**src/hw/rtl/tge_pkg.sv**
```systemverilog
// Shared types, codes and helpers for the touch gesture event queue.
// No dependencies; imported by every module of the block.
package tge_pkg;

    // Default ring depth, reset tolerances and field widths
    localparam int QUEUE_DEPTH_DEF = 4;
    localparam int COORD_W         = 16;
    localparam int TOL_W           = 8;
    localparam int QUEUED_W        = 3;
    localparam int CFG_IDX_W       = 1;
    localparam int CFG_DATA_W      = TOL_W;

    localparam logic [TOL_W-1:0] MOVE_TOL_RST  = 8'd2;
    localparam logic [TOL_W-1:0] CLICK_TOL_RST = 8'd8;

    // Gesture event codes
    typedef enum logic [2:0] {
        EV_NONE  = 3'd0,
        EV_DOWN  = 3'd1,
        EV_MOVE  = 3'd2,
        EV_CLICK = 3'd3,
        EV_UP    = 3'd4
    } ev_t;

    // Item kinds
    localparam logic KIND_SAMPLE = 1'b0;
    localparam logic KIND_POLL   = 1'b1;

    // Configuration register indexes
    typedef enum logic [CFG_IDX_W-1:0] {
        CFG_MOVE_TOL  = 1'd0,
        CFG_CLICK_TOL = 1'd1
    } cfg_idx_t;

    // Input request
    typedef struct packed {
        logic                      kind;
        logic signed [COORD_W-1:0] sample_x;
        logic signed [COORD_W-1:0] sample_y;
        logic                      sample_pressed;
    } item_t;

    // Result
    typedef struct packed {
        ev_t                       event_res;
        logic signed [COORD_W-1:0] current_x;
        logic signed [COORD_W-1:0] current_y;
        logic [QUEUED_W-1:0]       queued;
    } result_t;

    // Tolerance registers handed to the gesture logic
    typedef struct packed {
        logic [TOL_W-1:0] drag_lim;
        logic [TOL_W-1:0] tap_lim;
    } tol_t;

    // Push request from the gesture logic to the ring
    typedef struct packed {
        logic push;
        ev_t  ev;
    } push_req_t;

    // True when a signed offset lies beyond +/- tol
    function automatic logic outside_tol(input logic signed [COORD_W-1:0] d,
                                         input logic [TOL_W-1:0] tol);
        logic signed [COORD_W:0] de;
        logic signed [COORD_W:0] te;
        de = {d[COORD_W-1], d};
        te = {{(COORD_W+1-TOL_W){1'b0}}, tol};
        return (de > te) || (de < -te);
    endfunction

endpackage

```
**src/hw/rtl/touch_gesture_event_queue.sv**
```systemverilog
// Touch click/drag gesture detector with a small event ring.
//
// Input channel s_valid/s_ready/s_item: each request is a touch sample
// (kind 0: x, y, pressed) or a poll (kind 1). A press edge queues DOWN, a
// held sample beyond the move tolerance queues MOVE, a release queues CLICK
// when both offsets lie within the click tolerance and UP otherwise. A full
// ring drops its oldest event. A poll pops one event, or EV_NONE when empty.
// Output channel m_valid/m_ready/m_result: one result per request carrying
// the popped event, the latest coordinates and the number of queued events.
// An accepted request is held in the input register, which feeds the
// gesture compare and ring update; these load the result register when it
// is free or draining. Throughput is one request per cycle while m_ready
// stays high, as touch state and ring update as each request is processed.
// When m_ready is low the result register holds and the input register
// still takes one more request; s_ready drops only when both are full.
// Tolerance registers are written through cfg_we/cfg_index/cfg_data; the
// user must write them only while idle, which the block does not enforce.
// Reset (aresetn low, synchronous) empties the ring, clears the touch state
// and loads tolerances 2 (move), 8 (click). Depends on tge_pkg, tge_gesture, tge_ring.
module touch_gesture_event_queue
    import tge_pkg::*;
#(
    parameter int QUEUE_DEPTH = QUEUE_DEPTH_DEF
) (
    input  logic                  aclk,
    input  logic                  aresetn,
    input  logic                  cfg_we,
    input  logic [CFG_IDX_W-1:0]  cfg_index,
    input  logic [CFG_DATA_W-1:0] cfg_data,
    input  logic                  s_valid,
    output logic                  s_ready,
    input  item_t                 s_item,
    output logic                  m_valid,
    input  logic                  m_ready,
    output result_t               m_result
);

    localparam int CNT_W = $clog2(QUEUE_DEPTH + 1);

    tol_t                      tol_reg;
    logic                      in_valid_reg;
    item_t                     in_item_reg;
    logic                      out_valid_reg;
    result_t                   result_reg;

    logic                      advance;
    logic                      fire;
    push_req_t                 push_req;
    ev_t                       pop_ev;
    logic [CNT_W-1:0]          fill_next;
    logic signed [COORD_W-1:0] cur_x;
    logic signed [COORD_W-1:0] cur_y;

    // Configuration writes
    always_ff @(posedge aclk) begin
        if (!aresetn) begin
            tol_reg.drag_lim <= MOVE_TOL_RST;
            tol_reg.tap_lim  <= CLICK_TOL_RST;
        end else if (cfg_we) begin
            case (cfg_index)
                CFG_MOVE_TOL:  tol_reg.drag_lim <= cfg_data;
                CFG_CLICK_TOL: tol_reg.tap_lim  <= cfg_data;
                default: ;
            endcase
        end
    end

    // Handshake: process when the result register is free or draining
    assign advance = !out_valid_reg || m_ready;
    assign fire    = in_valid_reg && advance;
    assign s_ready = !in_valid_reg || advance;

    // Input register
    always_ff @(posedge aclk) begin
        if (!aresetn) begin
            in_valid_reg <= 1'b0;
        end else if (s_valid && s_ready) begin
            in_valid_reg <= 1'b1;
        end else if (fire) begin
            in_valid_reg <= 1'b0;
        end
    end

    always_ff @(posedge aclk) begin
        if (s_valid && s_ready) begin
            in_item_reg <= s_item;
        end
    end

    tge_gesture u_gesture (
        .aclk     (aclk),
        .aresetn  (aresetn),
        .fire     (fire),
        .item     (in_item_reg),
        .tol      (tol_reg),
        .push_req (push_req),
        .cur_x    (cur_x),
        .cur_y    (cur_y)
    );

    tge_ring #(
        .QUEUE_DEPTH (QUEUE_DEPTH)
    ) u_ring (
        .aclk      (aclk),
        .aresetn   (aresetn),
        .pop       (fire && (in_item_reg.kind == KIND_POLL)),
        .push_req  (push_req),
        .pop_ev    (pop_ev),
        .fill_next (fill_next)
    );

    // Result register
    always_ff @(posedge aclk) begin
        if (!aresetn) begin
            out_valid_reg <= 1'b0;
        end else if (advance) begin
            out_valid_reg <= fire;
        end
    end

    always_ff @(posedge aclk) begin
        if (fire) begin
            result_reg.event_res <= pop_ev;
            result_reg.current_x <= cur_x;
            result_reg.current_y <= cur_y;
            result_reg.queued    <= QUEUED_W'(fill_next);
        end
    end

    assign m_valid  = out_valid_reg;
    assign m_result = result_reg;

endmodule

```
**src/hw/rtl/tge_gesture.sv**
```systemverilog
// Touch state tracker: held flag, down point and latest coordinates.
// Decides which gesture event a sample raises. Depends on tge_pkg.
module tge_gesture
    import tge_pkg::*;
(
    input  logic                      aclk,
    input  logic                      aresetn,
    input  logic                      fire,
    input  item_t                     item,
    input  tol_t                      tol,
    output push_req_t                 push_req,
    output logic signed [COORD_W-1:0] cur_x,
    output logic signed [COORD_W-1:0] cur_y
);

    logic                      held_reg;
    logic signed [COORD_W-1:0] last_x_reg;
    logic signed [COORD_W-1:0] last_y_reg;
    logic signed [COORD_W-1:0] down_x_reg;
    logic signed [COORD_W-1:0] down_y_reg;

    logic                      is_sample;
    logic signed [COORD_W-1:0] dx;
    logic signed [COORD_W-1:0] dy;
    logic                      moved;
    logic                      clicked;

    assign is_sample = (item.kind == KIND_SAMPLE);

    // Wrapping offsets from the down point
    assign dx      = item.sample_x - down_x_reg;
    assign dy      = item.sample_y - down_y_reg;
    assign moved   = outside_tol(dx, tol.drag_lim) || outside_tol(dy, tol.drag_lim);
    assign clicked = !outside_tol(dx, tol.tap_lim) && !outside_tol(dy, tol.tap_lim);

    // Pick the event for a sample
    always_comb begin
        push_req.push = 1'b0;
        push_req.ev   = EV_NONE;
        if (fire && is_sample) begin
            if (!held_reg && item.sample_pressed) begin
                push_req.push = 1'b1;
                push_req.ev   = EV_DOWN;
            end else if (held_reg && item.sample_pressed) begin
                push_req.push = moved;
                push_req.ev   = EV_MOVE;
            end else if (held_reg) begin
                push_req.push = 1'b1;
                push_req.ev   = clicked ? EV_CLICK : EV_UP;
            end
        end
    end

    // Coordinates as they stand after this request
    assign cur_x = is_sample ? item.sample_x : last_x_reg;
    assign cur_y = is_sample ? item.sample_y : last_y_reg;

    // Update touch state on samples
    always_ff @(posedge aclk) begin
        if (!aresetn) begin
            held_reg   <= 1'b0;
            last_x_reg <= '0;
            last_y_reg <= '0;
            down_x_reg <= '0;
            down_y_reg <= '0;
        end else if (fire && is_sample) begin
            held_reg   <= item.sample_pressed;
            last_x_reg <= item.sample_x;
            last_y_reg <= item.sample_y;
            if (!held_reg && item.sample_pressed) begin
                down_x_reg <= item.sample_x;
                down_y_reg <= item.sample_y;
            end
        end
    end

endmodule

```
**src/hw/rtl/tge_ring.sv**
```systemverilog
// Event ring: push drops the oldest entry when full, pop returns the oldest.
// Depends on tge_pkg.
module tge_ring
    import tge_pkg::*;
#(
    parameter int QUEUE_DEPTH = QUEUE_DEPTH_DEF
) (
    input  logic                                 aclk,
    input  logic                                 aresetn,
    input  logic                                 pop,
    input  push_req_t                            push_req,
    output ev_t                                  pop_ev,
    output logic [$clog2(QUEUE_DEPTH+1)-1:0]     fill_next
);

    localparam int PTR_W = $clog2(QUEUE_DEPTH);
    localparam int CNT_W = $clog2(QUEUE_DEPTH + 1);

    ev_t              store [QUEUE_DEPTH];
    logic [PTR_W-1:0] read_pos_reg;
    logic [PTR_W-1:0] read_pos_next;
    logic [CNT_W-1:0] fill_count_reg;

    logic             full;
    logic             empty;
    logic [PTR_W-1:0] rp_inc;
    logic [PTR_W:0]   wr_sum;
    logic [PTR_W-1:0] wr_idx;

    assign full  = (fill_count_reg == CNT_W'(QUEUE_DEPTH));
    assign empty = (fill_count_reg == '0);

    // Advance pointer with wrap at the depth
    assign rp_inc = (read_pos_reg == PTR_W'(QUEUE_DEPTH - 1)) ? '0 : read_pos_reg + 1'b1;

    // Tail slot; a full ring overwrites the oldest slot
    assign wr_sum = {1'b0, read_pos_reg} + (PTR_W+1)'(fill_count_reg);
    always_comb begin
        if (full) begin
            wr_idx = read_pos_reg;
        end else if (wr_sum >= (PTR_W+1)'(QUEUE_DEPTH)) begin
            wr_idx = PTR_W'(wr_sum - (PTR_W+1)'(QUEUE_DEPTH));
        end else begin
            wr_idx = wr_sum[PTR_W-1:0];
        end
    end

    assign pop_ev = (pop && !empty) ? store[read_pos_reg] : EV_NONE;

    // Next pointer and fill
    always_comb begin
        read_pos_next = read_pos_reg;
        fill_next     = fill_count_reg;
        if (pop && !empty) begin
            read_pos_next = rp_inc;
            fill_next     = fill_count_reg - 1'b1;
        end else if (push_req.push) begin
            if (full) begin
                read_pos_next = rp_inc;
            end else begin
                fill_next = fill_count_reg + 1'b1;
            end
        end
    end

    always_ff @(posedge aclk) begin
        if (!aresetn) begin
            read_pos_reg   <= '0;
            fill_count_reg <= '0;
        end else begin
            read_pos_reg   <= read_pos_next;
            fill_count_reg <= fill_next;
        end
    end

    // Store write
    always_ff @(posedge aclk) begin
        if (push_req.push) begin
            store[wr_idx] <= push_req.ev;
        end
    end

    ap_fill_bound: assert property (@(posedge aclk) disable iff (!aresetn)
        fill_count_reg <= CNT_W'(QUEUE_DEPTH))
        else $error("ring fill above depth");

    ap_ptr_bound: assert property (@(posedge aclk) disable iff (!aresetn)
        read_pos_reg <= PTR_W'(QUEUE_DEPTH - 1))
        else $error("ring read pointer out of range");

    ap_push_nonempty: assert property (@(posedge aclk) disable iff (!aresetn)
        push_req.push |=> !empty)
        else $error("ring empty after push");

    ap_empty_pop: assert property (@(posedge aclk) disable iff (!aresetn)
        (pop && empty) |=> ($stable(read_pos_reg) && empty))
        else $error("pop on empty ring changed state");

    ap_no_both: assert property (@(posedge aclk) disable iff (!aresetn)
        !(pop && push_req.push))
        else $error("push and pop in the same cycle");

endmodule
```
**config.mk**
```make
export PLATFORM = sky130hd
export DESIGN_NAME = touch_gesture_event_queue
export DESIGN_NICKNAME = d
export VERILOG_FILES = /design/src/hw/rtl/tge_pkg.sv /design/src/hw/rtl/touch_gesture_event_queue.sv /design/src/hw/rtl/tge_gesture.sv /design/src/hw/rtl/tge_ring.sv
export SDC_FILE = /design/constraint.sdc
export NUM_CORES = 1
export LEC_CHECK = 0
export ABC_AREA = 1
export BUFFER_PORTS_ARGS = -buffer_cell sky130_fd_sc_hd__buf_2
export CAP_MARGIN = 20
export CORE_MARGIN = 1
export CORE_UTILIZATION = 25
export CTS_CLUSTER_DIAMETER = 60
export DETAILED_ROUTE_END_ITERATION = 10
export GPL_ROUTABILITY_DRIVEN = 0
export PLACE_DENSITY = 0.42
export SLEW_MARGIN = 25
export SYNTH_ARGS = -nofsm -noshare
export SYNTH_HDL_FRONTEND = slang
export SYNTH_SLANG_ARGS = --single-unit
```
**constraint.sdc**
```tcl
create_clock -name aclk -period 3.3 [get_ports aclk]
set_input_delay 0.66 -clock aclk [delete_from_list [all_inputs] [get_ports aclk]]
set_output_delay 0.66 -clock aclk [all_outputs]
set_load 0.01 [all_outputs]
```
==> results.py <==
metrics = {
    "status": {
        "status": "finished, violations left",
        "violations": "setup timing",
    },
    "clocking": {
        "cts_tree": "yes",
        "cts_buffer_depth": 2,
        "postCtsHoldBufs": 0,
        "cts-root-buf": "clkbuf_16",
        "clk_pin_slew_ps": 80,
        "ctsHtreeMaxLevel": 4,
        "insertion_delay_ps": 460,
        "cts_sinks": 172,
        "cts_inserted_buffers": 17,
    },
    "placed_design": {
        "place_inst": 2232,
        "numPortBuffers": 87,
        "post-place-ws_ps": -495,
        "dpl.hpwl_mm": 26.0,
    },
    "yosys": {
        "synth_top_flop_cell": "dfxtp_1",
        "ys_async_sr_fraction": 0,
        "synth_cell_types": 36,
        "netlist_area_um2": 10900,
        "ys_warn_count": 0,
        "synth_cells": 1382,
        "syn-num-nets": 1567,
        "synth_edf_count": 84,
        "ys_seq_elements": 172,
        "synth-seq-area-share": 0.395,
        "avgSynthCellArea_um2": 7.86,
    },
    "floorplan": {
        "ioPinCount": 88,
        "fp.dieH_um": 210,
        "die_x_um": 210,
        "core_area_um2": 42400,
        "rows": 75,
        "start_util": 0.256,
        "die_area_um2": 44300,
    },
    "sta": {
        "final.setup.worst_slack_ps": -312,
        "fmax_ghz": 0.277,
        "worst_clock_skew_ps": 16.6,
        "setup_viol": 32,
        "worstMarginPinSlew_ps": 832,
        "maxSlewViolCount": 0,
        "final-hold-violation-count": 0,
        "fin_crit_sh": 1.09,
        "max_slew_margin": 0.440,
        "rsz0062_at_grt": "true",
        "setup_tns_ps": -7530,
        "fin_crit_ps": 3610,
    },
    "power_and_ir_drop": {
        "power_density_nw_per_um2": 425,
        "irDropWorstVdd_v": 0.000307,
        "leakage_nw": 7.02,
    },
    "layout": {
        "drive_above_1_share": 0.319,
        "nFillCells": 4531,
        "final_cells": 2290,
        "final_util": 0.361,
        "final_nets": 1885,
        "n_antenna_cell": 0,
        "area_growth_pct": 40.9,
        "largest_reg_flops": 38,
    },
    "hold_path": {
        "hp-class": "in2reg",
    },
    "routing": {
        "route.detailed.drc": 0,
        "ant_nets": 0,
        "via_count": 9797,
        "wire_per_inst_um": 14.1,
        "via_per_inst": 4.28,
        "drt-total-wl_mm": 32.4,
        "drt_iter0_drc": 408,
        "detail_route.first_pass.iterations": 4,
    },
    "global_route": {
        "antenna_found_initial": 0,
        "grt_pass1_wl_mm": 51.3,
        "grt_pass1_vias": 9591,
        "overflow": 0,
        "grt_usage": 0.151,
        "grt_max_degree": 66,
    },
    "setup_path": {
        "cp.required_ps": 3510,
        "crit_type": "reg2reg",
        "startpoint_type": "flop",
        "cp_max_fo": 5,
        "slowest_stage": "edfxtp_1",
        "arrival_ps": 3820,
        "end_kind": "flop",
        "critPathMaxStageDelay_ps": 400,
    },
    "run": {
        "max_cap_violations": 0,
    },
}
-- power by group --
part / switching, mW / total, mW / leakage, nW / internal (mW)
logic: 1.09 / 2.01 / 5.22 / 0.917
registers: 0.0520 / 2.40 / 1.52 / 2.35
clock network: 0.941 / 2.08 / 0.289 / 1.14
total: 2.09 / 6.50 / 7.02 / 4.41
-- per-stage QoR --
stage | hold WS (ps) | power (mW) | cell area [um2]
floorplan | 430 | 3.42 | 10900
global placement | 438 | 4.18 | 13600
detailed placement | 443 | 4.20 | 13600
CTS | 335 | 6.48 | 14900
global route | 333 | 6.94 | 15300
finish | 368 | 6.50 | 15300
-- kinds of logic (layout without fill, tap and decap cells) --
logic type               Yosys count  after routing  synth area share
flip-flops                       172            172             0.395
AND/OR/NAND/NOR                  500            500             0.198
buffers and inverters            256            587            0.0887
adder cells (fa/ha/maj)          137            137             0.159
AO/OA/AOI/OAI                    290            290             0.138
XOR/XNOR                          27             27            0.0218
-- path summary, 6_finish.rpt --
kind,start,to,slack (ps),cells past startpoint
worst max-delay path,in_item_reg[17]$_DFFE_PP_,m_result[0]$_DFFE_PP_,-310,28
worst min-delay path,s_item[13],in_item_reg[13]$_DFFE_PP_,370,1
worst max register to register,in_item_reg[17]$_DFFE_PP_,m_result[0]$_DFFE_PP_,-310,28
worst min register to register,u_gesture.last_x_reg[8]$_SDFFE_PN0P_,u_gesture.last_x_reg[8]$_SDFFE_PN0P_,450,2
-- per-layer routing --
| layer | track usage | vias to the layer above | share of wire |
|---|---|---|---|
| met5 | 0 | - | 0 |
| met4 | 0.0327 | 0 | 0.0097 |
| met3 | 0.0283 | 24 | 0.029 |
| met2 | 0.258 | 109 | 0.48 |
| met1 | 0.197 | 4446 | 0.48 |
| li1 | - | 5218 | - |
-- final cells by class --
class                           instances  area (um2)  area share
Clock inverter                         15         174      0.0114
Inverter                              226         858      0.0561
Clock buffer                           17         425      0.0278
Sequential cell                       172        4280       0.280
Timing Repair Buffer                  329        2290       0.150
Tap cell                              577         722      0.0472
Multi-Input combinational cell        954        6550       0.428
-- timing repair --
action                                  CTS  global route
pin swaps                                52            42
gates resized for setup                 100            78
endpoints found under the setup margin   32            32
setup buffers                            15            11
-- cells in the mapped netlist (3+ instances only) --
cell	instances	area [um2]
edfxtp_1	84	2520
nand3_2	3	30.0
inv_2	4	15.0
nand2_4	3	33.8
nand2_1	267	1000
nand2_2	12	75.1
nand4_1	10	62.6
nor2_1	103	387
o21ai_0	101	505
nand3_1	64	320
and2_1	4	25.0
ha_1	135	1690
nand3b_1	5	37.5
a21oi_1	170	851
xor2_1	25	219
nor2_2	6	37.5
nor3_2	3	30.0
clkbuf_1	26	97.6
o31ai_1	4	30.0
nor3_1	16	80.1
dfxtp_1	88	1760
inv_1	219	822
clkinv_1	3	11.3
o211ai_1	6	45.0
-- worst max-delay path: cells and delay by family, from the launching register on --
| kind | cells | cell delay [ps] |
|---|---|---|
| xor+xnor | 1 | 140 |
| flops | 1 | 400 |
| simple gates | 19 | 1500 |
| fa+ha+maj | 3 | 820 |
| compound gates | 1 | 160 |
| buf+inv | 4 | 340 |
-- placed cells by master (no fill, tap or decap), types with 4 or more instances in the layout --
master / n
nor2_2: 16
ha_4: 38
o21ai_0: 91
buf_4: 237
buf_2: 87
xor2_1: 23
nand2_1: 228
dfxtp_1: 88
clkinv_1: 5
a21oi_1: 156
inv_4: 4
ha_1: 97
nand3b_1: 5
nand4_1: 10
nor2_1: 88
o211ai_1: 6
nand2_2: 46
o21ai_1: 7
nand3_1: 47
clkbuf_16: 17
nor2_4: 5
nand3_2: 17
a21oi_2: 12
nand2_4: 7
inv_6: 7
inv_2: 17
edfxtp_1: 84
nor3_1: 14
inv_1: 201
Note: power is estimated with default switching activity, not from simulation.
